==> config.mk <==
export PLATFORM = sky130hd
export DESIGN_NAME = sobol_gray_code_generator_core_flat
export DESIGN_NICKNAME = d
export VERILOG_FILES = /design/src/rtl/sgc_pkg.sv /design/src/rtl/sgc_in_if.sv /design/src/rtl/sgc_out_if.sv /design/src/rtl/sobol_gray_code_generator_core.sv /design/src/rtl/sgc_cell.sv /design/src/flat_wrapper.sv
export SDC_FILE = /design/constraint.sdc
export NUM_CORES = 2
export LEC_CHECK = 0
export BUFFER_PORTS_ARGS = -buffer_cell sky130_fd_sc_hd__buf_2
export CAP_MARGIN = 15
export CELL_PAD_IN_SITES_DETAIL_PLACEMENT = 1
export CELL_PAD_IN_SITES_GLOBAL_PLACEMENT = 2
export CORE_ASPECT_RATIO = 0.7
export CORE_MARGIN = 2
export CORE_UTILIZATION = 41
export CTS_CLUSTER_DIAMETER = 100
export DETAILED_ROUTE_END_ITERATION = 8
export PLACE_DENSITY_LB_ADDON = 0.1
export SETUP_SLACK_MARGIN = 0.4
export SLEW_MARGIN = 10
export SYNTH_ARGS = -nofsm -noshare
export SYNTH_HDL_FRONTEND = slang
export SYNTH_SLANG_ARGS = --single-unit
==> constraint.sdc <==
create_clock -name clk -period 10.2 [get_ports clk]
set_clock_uncertainty 0.2 [all_clocks]
set_input_delay 0.51 -clock clk [delete_from_list [all_inputs] [get_ports clk]]
set_output_delay 0.51 -clock clk [all_outputs]
set_load 0.03 [all_outputs]
==> src/rtl/sgc_pkg.sv <==
`default_nettype none
package sgc_pkg;

  // Geometry of the generator
  localparam int DIMS      = 4;
  localparam int FRAC_BITS = 30;
  localparam int ROWS      = 30;
  localparam int PATH_W    = 32;
  localparam int DIM_W     = (DIMS > 1) ? $clog2(DIMS) : 1;
  localparam int ROW_W     = $clog2(ROWS + 1);
  localparam int CFG_W     = 3;

  // Input field widths
  localparam int ACT_W   = 2;
  localparam int DSEL_W  = 2;
  localparam int RSEL_W  = 5;
  localparam int WORD_W  = 30;
  localparam int START_W = 30;

  // Action codes
  localparam logic [ACT_W-1:0] ACT_LOAD    = 2'd0;
  localparam logic [ACT_W-1:0] ACT_RESTART = 2'd1;
  localparam logic [ACT_W-1:0] ACT_NEXT    = 2'd2;

  // Shared control that every cell sees
  typedef struct packed {
    logic [ROW_W-1:0]     row;
    logic [FRAC_BITS-1:0] word;
    logic                 restart_clr;
    logic                 restart_acc;
    logic                 acc_sel;
    logic                 snap;
    logic                 shift_en;
  } cell_ctrl_t;

endpackage
`default_nettype wire

==> src/rtl/sgc_in_if.sv <==
`default_nettype none
interface sgc_in_if import sgc_pkg::*; ();
  logic               valid;
  logic               ready;
  logic [ACT_W-1:0]   action;
  logic [DSEL_W-1:0]  dim_select;
  logic [RSEL_W-1:0]  row_select;
  logic [WORD_W-1:0]  direction_word;
  logic [START_W-1:0] start_path;

  modport source (output valid, action, dim_select, row_select, direction_word, start_path,
                  input ready);
  modport sink   (input valid, action, dim_select, row_select, direction_word, start_path,
                  output ready);
endinterface
`default_nettype wire

==> src/rtl/sgc_out_if.sv <==
`default_nettype none
interface sgc_out_if import sgc_pkg::*; ();
  logic                 valid;
  logic                 ready;
  logic [1:0]           dim_index;
  logic [FRAC_BITS-1:0] fraction;
  logic                 last_of_point;
  logic                 error_flag;

  modport source (output valid, dim_index, fraction, last_of_point, error_flag,
                  input ready);
  modport sink   (input valid, dim_index, fraction, last_of_point, error_flag,
                  output ready);
endinterface
`default_nettype wire

==> src/rtl/sobol_gray_code_generator_core.sv <==
// Load: writes one direction row entry, no result.
// Restart: accept, then one direction row per cycle over 30 rows, no result.
// Next point: accept, then one coordinate per cycle for each of n active dimensions, shifted out
// of the cell chain while the output is not stalled; an error step emits one error coordinate.
// Reset: path counter and point words to zero, direction rows read as zero, 4 dimensions.
`default_nettype none
module sobol_gray_code_generator_core import sgc_pkg::*; (
  input  wire logic             clk,
  input  wire logic             rst_n,
  input  wire logic             cfg_wr_en,
  input  wire logic [CFG_W-1:0] cfg_wr_data,
  sgc_in_if.sink                in_chan,
  sgc_out_if.source             out_chan
);

  localparam logic [1:0] ST_IDLE    = 2'd0;
  localparam logic [1:0] ST_RESTART = 2'd1;
  localparam logic [1:0] ST_EMIT    = 2'd2;

  logic [1:0]           state_r, state_nxt;
  logic [CFG_W-1:0]     dims_r;
  logic [DIM_W-1:0]     nm1;
  logic [PATH_W-1:0]    path_r, path_nxt, path_inc;
  logic [START_W-1:0]   gray_r, gray_nxt;
  logic [ROW_W-1:0]     rc_r, rc_nxt;
  logic [DIM_W-1:0]     cnt_r, cnt_nxt;
  logic                 err_r, err_nxt;
  logic                 out_valid_r, out_valid_nxt;
  logic [1:0]           out_dim_r;
  logic [FRAC_BITS-1:0] out_frac_r;
  logic                 out_last_r, out_err_r;

  logic                 accept, slot_free, emit, is_last;
  logic [ROW_W-1:0]     k;
  logic                 k_found;
  cell_ctrl_t           ctrl;
  logic [DIMS-1:0]      wr_en, upd_en;
  logic [FRAC_BITS-1:0] chain [DIMS+1];

  assign accept        = in_chan.valid && in_chan.ready;
  assign in_chan.ready = (state_r == ST_IDLE);
  assign path_inc      = path_r + PATH_W'(1);

  // Clamp the dimension count to 1..DIMS
  always_comb begin
    if (dims_r == '0) begin
      nm1 = '0;
    end else if (dims_r > CFG_W'(DIMS)) begin
      nm1 = DIM_W'(DIMS - 1);
    end else begin
      nm1 = DIM_W'(dims_r - CFG_W'(1));
    end
  end

  // Find the lowest set bit of the advanced path among its low ROWS bits
  always_comb begin
    k       = '0;
    k_found = 1'b0;
    for (int i = ROWS - 1; i >= 0; i--) begin
      if (path_inc[i]) begin
        k       = ROW_W'(i);
        k_found = 1'b1;
      end
    end
  end

  // Cell control and per-cell enables
  always_comb begin
    ctrl.row         = rc_r;
    ctrl.word        = in_chan.direction_word[FRAC_BITS-1:0];
    ctrl.restart_clr = accept && (in_chan.action == ACT_RESTART);
    ctrl.restart_acc = (state_r == ST_RESTART);
    ctrl.acc_sel     = gray_r[0];
    ctrl.snap        = accept && (in_chan.action == ACT_NEXT) && k_found;
    ctrl.shift_en    = emit && !err_r;
    if (state_r == ST_IDLE) begin
      ctrl.row = (in_chan.action == ACT_NEXT) ? k : ROW_W'(in_chan.row_select);
    end
    for (int d = 0; d < DIMS; d++) begin
      wr_en[d]  = accept && (in_chan.action == ACT_LOAD)
                  && (in_chan.row_select < RSEL_W'(ROWS))
                  && (in_chan.dim_select == DSEL_W'(d));
      upd_en[d] = ctrl.snap && (DIM_W'(d) <= nm1);
    end
  end

  // Row of cells, one per dimension, shifting toward cell zero
  assign chain[DIMS] = '0;
  for (genvar d = 0; d < DIMS; d++) begin : g_cell
    sgc_cell u_cell (
      .clk       (clk),
      .rst_n     (rst_n),
      .ctrl      (ctrl),
      .wr_en     (wr_en[d]),
      .upd_en    (upd_en[d]),
      .shift_in  (chain[d+1]),
      .shift_out (chain[d])
    );
  end

  assign slot_free = !out_valid_r || out_chan.ready;
  assign emit      = (state_r == ST_EMIT) && slot_free;
  assign is_last   = err_r || (cnt_r == nm1);

  // Sequencer
  always_comb begin
    state_nxt = state_r;
    path_nxt  = path_r;
    gray_nxt  = gray_r;
    rc_nxt    = rc_r;
    cnt_nxt   = cnt_r;
    err_nxt   = err_r;
    unique case (state_r)
      ST_IDLE: begin
        if (accept) begin
          case (in_chan.action)
            ACT_RESTART: begin
              path_nxt  = PATH_W'(in_chan.start_path);
              gray_nxt  = in_chan.start_path ^ (in_chan.start_path >> 1);
              rc_nxt    = '0;
              state_nxt = ST_RESTART;
            end
            ACT_NEXT: begin
              path_nxt  = path_inc;
              cnt_nxt   = '0;
              err_nxt   = !k_found;
              state_nxt = ST_EMIT;
            end
            default: begin
            end
          endcase
        end
      end
      ST_RESTART: begin
        gray_nxt = gray_r >> 1;
        rc_nxt   = rc_r + ROW_W'(1);
        if (rc_r == ROW_W'(ROWS - 1)) begin
          state_nxt = ST_IDLE;
        end
      end
      ST_EMIT: begin
        if (emit) begin
          cnt_nxt = cnt_r + DIM_W'(1);
          if (is_last) begin
            state_nxt = ST_IDLE;
          end
        end
      end
      default: begin
        state_nxt = ST_IDLE;
      end
    endcase
  end

  // Output register valid
  always_comb begin
    out_valid_nxt = out_valid_r;
    if (emit) begin
      out_valid_nxt = 1'b1;
    end else if (out_chan.ready) begin
      out_valid_nxt = 1'b0;
    end
  end

  // Control registers
  always_ff @(posedge clk) begin
    if (!rst_n) begin
      state_r     <= ST_IDLE;
      dims_r      <= CFG_W'(DIMS);
      path_r      <= '0;
      out_valid_r <= 1'b0;
      cnt_r       <= '0;
      err_r       <= 1'b0;
      rc_r        <= '0;
    end else begin
      state_r     <= state_nxt;
      path_r      <= path_nxt;
      out_valid_r <= out_valid_nxt;
      cnt_r       <= cnt_nxt;
      err_r       <= err_nxt;
      rc_r        <= rc_nxt;
      if (cfg_wr_en) begin
        dims_r <= cfg_wr_data;
      end
    end
  end

  // Gray code of the restart index, consumed one bit a cycle
  always_ff @(posedge clk) begin
    gray_r <= gray_nxt;
  end

  // Output payload
  always_ff @(posedge clk) begin
    if (emit) begin
      out_dim_r  <= err_r ? 2'd0 : 2'(cnt_r);
      out_frac_r <= err_r ? '0 : chain[0];
      out_last_r <= is_last;
      out_err_r  <= err_r;
    end
  end

  assign out_chan.valid         = out_valid_r;
  assign out_chan.dim_index     = out_dim_r;
  assign out_chan.fraction      = out_frac_r;
  assign out_chan.last_of_point = out_last_r;
  assign out_chan.error_flag    = out_err_r;

endmodule
`default_nettype wire

==> src/rtl/sgc_cell.sv <==
`default_nettype none
module sgc_cell import sgc_pkg::*; (
  input  wire logic                 clk,
  input  wire logic                 rst_n,
  input  wire cell_ctrl_t           ctrl,
  input  wire logic                 wr_en,
  input  wire logic                 upd_en,
  input  wire logic [FRAC_BITS-1:0] shift_in,
  output logic      [FRAC_BITS-1:0] shift_out
);

  logic [FRAC_BITS-1:0] dir_r [ROWS];
  logic [ROWS-1:0]      vld_r;
  logic [FRAC_BITS-1:0] word_r, word_nxt;
  logic [FRAC_BITS-1:0] shift_r;
  logic [FRAC_BITS-1:0] rd;

  // Read the selected row; unwritten rows read as zero
  always_comb begin
    rd = '0;
    if (ctrl.row < ROW_W'(ROWS)) begin
      if (vld_r[ctrl.row]) begin
        rd = dir_r[ctrl.row];
      end
    end
  end

  // Next point word
  always_comb begin
    word_nxt = word_r;
    if (ctrl.restart_clr) begin
      word_nxt = '0;
    end else if (ctrl.restart_acc && ctrl.acc_sel) begin
      word_nxt = word_r ^ rd;
    end else if (upd_en) begin
      word_nxt = word_r ^ rd;
    end
  end

  // Direction column storage
  always_ff @(posedge clk) begin
    if (wr_en) begin
      dir_r[ctrl.row] <= ctrl.word;
    end
  end

  // Row valid bits and point word
  always_ff @(posedge clk) begin
    if (!rst_n) begin
      vld_r  <= '0;
      word_r <= '0;
    end else begin
      if (wr_en) begin
        vld_r[ctrl.row] <= 1'b1;
      end
      word_r <= word_nxt;
    end
  end

  // Capture the new word, then pass it toward cell zero
  always_ff @(posedge clk) begin
    if (ctrl.snap) begin
      shift_r <= word_nxt;
    end else if (ctrl.shift_en) begin
      shift_r <= shift_in;
    end
  end

  assign shift_out = shift_r;

endmodule
`default_nettype wire

==> src/flat_wrapper.sv <==
// flat-port wrapper written by rule: the top's interface ports become plain ports
module sobol_gray_code_generator_core_flat import sgc_pkg::*;
  (clk, rst_n, cfg_wr_en, cfg_wr_data, in_chan_valid, in_chan_action, in_chan_dim_select, in_chan_row_select, in_chan_direction_word, in_chan_start_path, in_chan_ready, out_chan_valid, out_chan_dim_index, out_chan_fraction, out_chan_last_of_point, out_chan_error_flag, out_chan_ready);
  sgc_in_if in_chan_i ();
  sgc_out_if out_chan_i ();
  input  wire logic clk;
  input  wire logic rst_n;
  input  wire logic cfg_wr_en;
  input  wire logic [CFG_W-1:0] cfg_wr_data;
  input wire logic [$bits(in_chan_i.valid)-1:0] in_chan_valid;
  input wire logic [$bits(in_chan_i.action)-1:0] in_chan_action;
  input wire logic [$bits(in_chan_i.dim_select)-1:0] in_chan_dim_select;
  input wire logic [$bits(in_chan_i.row_select)-1:0] in_chan_row_select;
  input wire logic [$bits(in_chan_i.direction_word)-1:0] in_chan_direction_word;
  input wire logic [$bits(in_chan_i.start_path)-1:0] in_chan_start_path;
  output wire logic [$bits(in_chan_i.ready)-1:0] in_chan_ready;
  output wire logic [$bits(out_chan_i.valid)-1:0] out_chan_valid;
  output wire logic [$bits(out_chan_i.dim_index)-1:0] out_chan_dim_index;
  output wire logic [$bits(out_chan_i.fraction)-1:0] out_chan_fraction;
  output wire logic [$bits(out_chan_i.last_of_point)-1:0] out_chan_last_of_point;
  output wire logic [$bits(out_chan_i.error_flag)-1:0] out_chan_error_flag;
  input wire logic [$bits(out_chan_i.ready)-1:0] out_chan_ready;
  assign in_chan_i.valid = in_chan_valid;
  assign in_chan_i.action = in_chan_action;
  assign in_chan_i.dim_select = in_chan_dim_select;
  assign in_chan_i.row_select = in_chan_row_select;
  assign in_chan_i.direction_word = in_chan_direction_word;
  assign in_chan_i.start_path = in_chan_start_path;
  assign in_chan_ready = in_chan_i.ready;
  assign out_chan_valid = out_chan_i.valid;
  assign out_chan_dim_index = out_chan_i.dim_index;
  assign out_chan_fraction = out_chan_i.fraction;
  assign out_chan_last_of_point = out_chan_i.last_of_point;
  assign out_chan_error_flag = out_chan_i.error_flag;
  assign out_chan_i.ready = out_chan_ready;
  sobol_gray_code_generator_core u_core (.clk(clk), .rst_n(rst_n), .cfg_wr_en(cfg_wr_en), .cfg_wr_data(cfg_wr_data), .in_chan(in_chan_i), .out_chan(out_chan_i));
endmodule
==> results.md <==
| Result | Reported | Unit |
| --- | --- | --- |
| H-tree depth reported by CTS | 5 | - |
| Fraction of synthesized cell area in xor and xnor cells | 0.354 | % |
| Largest stage delay, worst path | 1.15 | ns |
| Lkg Pwr | 61.4 | nW |
| FF/Latch Area | 0.119 | mm^2 |
| Main combinational cell family by area after synthesis | simple AND/OR/NAND/NOR gates | - |
| Max-slew headroom at the worst pin | 13.1 | % |
| Adder-cell share of the synthesized area | 0.0537 | % |
| Top layer reached by signal wires | met5 | - |
| Top Ports | 113 | - |
| Number of nets with antenna violations after detailed routing | 0 | - |
| Status | finished clean | - |
| Final weighted congestion of routability-driven global placement | 0.846 | - |
| Std cell rows | 193 | - |
| Post-Route WL | 594 | mm |
| Worst hold-check path type | in2reg | - |
| Post-route setup slack | 2.26 | ns |
| Met3 Routed Length | 40.0 | mm |
| CP cell instances | ha_1 -> nand4_4 -> nor3_2 -> and3_1 -> and4b_1 -> nor2_1 -> o31ai_2 -> a22o_4 -> buf_4 -> buf_12 -> nand2_1 -> a21oi_1 -> nor3_1 -> a2111oi_2 -> nand4_1 -> or4_1 -> nand3_1 | - |
| Share of synthesized registers carrying an async set or reset | 0 | % |
| Final total negative setup slack | 0 | ns |
| Synth Cell Area | 0.163 | mm^2 |
| TritonCTS clock tree | built | - |
| Start-to-end type of the worst setup path | reg2reg | - |
| Number of iterations in the first detailed-routing pass | 5 | - |
| Number of global-route vias before repair | 109k | - |
| Area of the placeable core | 0.396 | mm^2 |
| Wire length of the first global-routing pass | 836 | mm |
| Hold wc startpoint | in_chan_direction_word[23] | - |
| Maximum clock frequency | 126 | MHz |
| Max Transition Viols Final | 0 | - |
| Actual slew at the worst max-slew pin | 1.30 | ns |
| Clock-pin transition on the worst setup and hold timing paths | 0.07 | ns |
| Height of the die | 532 | um |
| Master of the slowest instance on the critical path | sky130_fd_sc_hd__a2111oi_2 | - |
| DR WL/cell | 32.8 | um |
| Worst EP required | 10.89 | ns |
| Top fanout value on the critical path | 130 | - |
| Insertion delay to the later sink of the worst-skew pair | 1.03 | ns |
| Hold slack | 0.112 | ns |
| Final period demand of the worst path | 7.94 | ns |
| RSZ-0062 raised after global routing | false | - |
| Setup slack of the most critical reg-to-reg path | 2.26 | ns |
| Place WS | 2.57 | ns |
| Longest Clk Path Bufs | 4 | - |
| Complex-gate fraction of the synthesized area | 8.35 | % |
| Number of vias in the routed layout | 109k | - |
| P&R area growth vs syn | 13.5 | % |
| Vias/cell | 6.04 | - |
| Total met2 wirelength after detailed routing | 266 | mm |
| Number of synthesized flops with an enable pin | 3784 | - |
| Area taken by multi-input logic gates | 0.0410 | mm^2 |
| Gate count of the mapped netlist | 12.3k | - |
| Ratio of final minimum period to clock period | 77.9 | % |
| Clock root buffer master | sky130_fd_sc_hd__clkbuf_16 | - |
| Most used flip-flop cell after synthesis | sky130_fd_sc_hd__edfxtp_1 | - |
| Worst hold path depth | 1 | - |
| Count of maximum capacitance violations | 0 | - |
| Worst IR Drop VDD | 160 | uV |
| Synthesized net count | 12.4k | - |
| Count of buffers from port buffering | 112 | - |
| Part of the Yosys area used for sequential elements | 73.2 | % |
| Remaining DRCs | 0 | - |
| HPWL reported at the end of detailed placement | 340 | mm |
| Met1 Routed Length | 273 | mm |
| Final count of hold timing violations | 0 | - |
| Distinct cells, synth | 97 | - |
| Power after layout | 39.3 | mW |
| Number of gates given a new drive strength after cts | 0 | - |
| Avg Cell Area, Syn | 13.2 | um^2 |
| GRT Resource Usage Total | 28.8 | % |
| Filler cell count | 39.5k | - |
| Endpoint type of the worst setup path | flip-flop | - |
| Width of the die | 758 | um |
| Number of cells on the worst reg-to-reg path | 17 | - |
| Post-synthesis simple-gate area fraction | 12.8 | % |
| Detailed router's first-iteration violation count | 11.2k | - |
| Number of sinks on the clock net | 4068 | - |
| End of the worst hold path | u_core.g_cell[3].u_cell.dir_r[15][23] | - |
| Synth warnings | 0 | - |
| Number of buffers added by the clock tree synthesis step | 406 | - |
| Fraction of synthesized area in multiplexers | 2.76 | % |
| R2R Path End | u_core.g_cell[0].u_cell.shift_out[4] | - |
| R2r startpoint | u_core.path_r[0] | - |
| Number of synthesized register bits | 4068 | - |
| Worst Setup Start Kind | flip-flop | - |
| Effective utilization at floorplan | 41.2 | % |
| Pin count of the biggest net entering global routing | 151 | - |
| Number of antenna violations at the first check in global routing | 48 | - |
| Congestion Overflow GR | 0 | - |
| Ratio of total power to cell area | 212 | mW/mm^2 |
| Die outline area | 0.403 | mm^2 |
| Arr. time, crit path | 8.63 | ns |
| Layout Nets | 12.5k | - |
| Setup Viol. Count Final | 0 | - |
| Fraction of final layout cells sized beyond drive strength 1 | 10.6 | % |
## worst max path at each step
| stage | end | slack [ns] | cells past startpoint | from |
|---|---|---|---|---|
| finish | u_core.g_cell[0].u_cell.shift_out[4] | 2.26 | 17 | u_core.path_r[0] |
| global route | u_core.g_cell[2].u_cell.shift_out[16] | 2.00 | 16 | u_core.path_r[0] |
| CTS | u_core.g_cell[2].u_cell.shift_out[26] | 2.53 | 16 | u_core.path_r[0] |
| detailed placement | u_core.g_cell[1].u_cell.shift_out[26] | 2.57 | 17 | u_core.path_r[0] |
| global placement | u_core.g_cell[2].u_cell.shift_out[26] | 1.77 | 17 | u_core.path_r[0] |
| floorplan | u_core.g_cell[0].u_cell.shift_out[0] | 2.99 | 12 | u_core.path_r[0] |
## flip-flops by register name, summed over array words and instances (netlist names)
| name | flops |
|---|---|
| u_core.dims_r | 3 |
| u_core.cnt_r | 2 |
| u_core.out_chan.error_flag | 1 |
| u_core.out_chan.fraction | 30 |
| u_core.g_cell.u_cell.dir_r | 3600 |
| u_core.g_cell.u_cell.vld_r | 120 |
| u_core.path_r | 30 |
| u_core.out_chan.dim_index | 2 |
| u_core.rc_r | 5 |
| u_core.g_cell.u_cell.shift_out | 120 |
| u_core.state_r | 2 |
| u_core.out_chan.valid | 1 |
| u_core.g_cell.u_cell.word_r | 120 |
| u_core.err_r | 1 |
| u_core.out_chan.last_of_point | 1 |
| u_core.gray_r | 30 |
## cells in the final DEF (no fill, tap or decap), drive strengths merged, types with 19 or more instances in the layout
master and n:
edfxtp 3784, nand2 2631, nand3 1012, a21oi 946, clkbuf 520, buf 469
mux2i 359, o21ai 330, nor2 313, dfxtp 284, clkinv 173, nor3 168
o211ai 152, a31oi 140, o21a 129, nand4 123, or4 121, or3 116
dlygate4sd3 83, mux2 81, a221oi 63, and3 61, a2111oi 56, nor2b 54
o22ai 52, a22oi 52, xnor2 42, a211oi 42, inv 37, nor4 36
bufinv 35, o32ai 34, a211o 26, a21o 25, a221o 25, xor2 24
o211a 20, diode 19
## cell type report
class / instances / share of cell area, %
diodes: 19 / 0.0257
clock buffers: 520 / 5.97
clock inverters: 233 / 1.16
inverters: 24 / 0.0487
multi-input cells: 7410 / 22.2
flip-flops and latches: 4068 / 64.5
well taps: 5265 / 3.56
repair buffers: 552 / 2.59
## power by group
group / total [mW] / leakage [nW] / switching [mW] / internal [mW]
Combinational: 5.67 / 18.6 / 4.27 / 1.40
Sequential: 18.4 / 36.3 / 0.0871 / 18.3
Clock: 15.2 / 6.45 / 6.66 / 8.53
Total: 39.3 / 61.4 / 11.0 / 28.3
## critical path, delay by kind of cell (launching register included)
kind / cells / cell delay (ns)
AO/OA/AOI/OAI: 4 / 2.41
adder cells (fa/ha/maj): 1 / 0.53
buffers and inverters: 2 / 1.10
flip-flops: 1 / 0.50
AND/OR/NAND/NOR: 10 / 2.70
## synthesized netlist by cell type (51+ instances only)
cell | instances | share of area [%]
sky130_fd_sc_hd__a2111oi_0 | 52 | 0.28
sky130_fd_sc_hd__a21oi_1 | 944 | 2.9
sky130_fd_sc_hd__a221oi_1 | 63 | 0.34
sky130_fd_sc_hd__a22oi_1 | 51 | 0.23
sky130_fd_sc_hd__a31oi_1 | 140 | 0.54
sky130_fd_sc_hd__and3_1 | 61 | 0.23
sky130_fd_sc_hd__buf_1 | 95 | 0.22
sky130_fd_sc_hd__buf_2 | 340 | 1.0
sky130_fd_sc_hd__buf_4 | 71 | 0.33
sky130_fd_sc_hd__clkbuf_1 | 325 | 0.75
sky130_fd_sc_hd__dfxtp_1 | 284 | 3.5
sky130_fd_sc_hd__edfxtp_1 | 3784 | 70
sky130_fd_sc_hd__mux2_2 | 81 | 0.56
sky130_fd_sc_hd__mux2i_1 | 359 | 2.2
sky130_fd_sc_hd__nand2_1 | 2631 | 6.1
sky130_fd_sc_hd__nand3_1 | 1009 | 3.1
sky130_fd_sc_hd__nand4_1 | 122 | 0.47
sky130_fd_sc_hd__nor2_1 | 311 | 0.72
sky130_fd_sc_hd__nor2b_1 | 54 | 0.21
sky130_fd_sc_hd__nor3_1 | 166 | 0.51
sky130_fd_sc_hd__o211ai_1 | 152 | 0.70
sky130_fd_sc_hd__o21a_1 | 128 | 0.59
sky130_fd_sc_hd__o21ai_0 | 324 | 0.99
sky130_fd_sc_hd__o22ai_1 | 52 | 0.20
sky130_fd_sc_hd__or3_1 | 116 | 0.45
sky130_fd_sc_hd__or4_1 | 121 | 0.56
## per-layer routing
metal / global-route usage, % / up-vias
met2: 44.0 / 3925
met4: 7.03 / 8
li1: - / 46600
met1: 43.5 / 58100
met3: 3.75 / 767
met5: 0 / -
## through the flow
stage / util (%) / cell area (um^2) / std cells
final: 46.8 / 185000 / 18100
after global routing: 46.8 / 185000 / 18100
after CTS: 46.8 / 185000 / 18100
after detailed placement: 43.2 / 171000 / 17200
after global placement: 43.2 / 171000 / 17200
after floorplan: - / 163000 / 12300
## logic make-up after synthesis
group,count (synthesis)
multiplexers,440
AND/OR/NAND/NOR,4701
buffers and inverters,867
XOR/XNOR,66
adder cells (fa/ha/maj),7
AO/OA/AOI/OAI,2196
flip-flops,4068
## repair_timing
item / 4_1_cts / 5_1_grt
setup buffers: 0 / 0
hold buffers: 83 / 0
hold endpoints to repair: 1344 / 0
(Power assumes the default switching activity.)
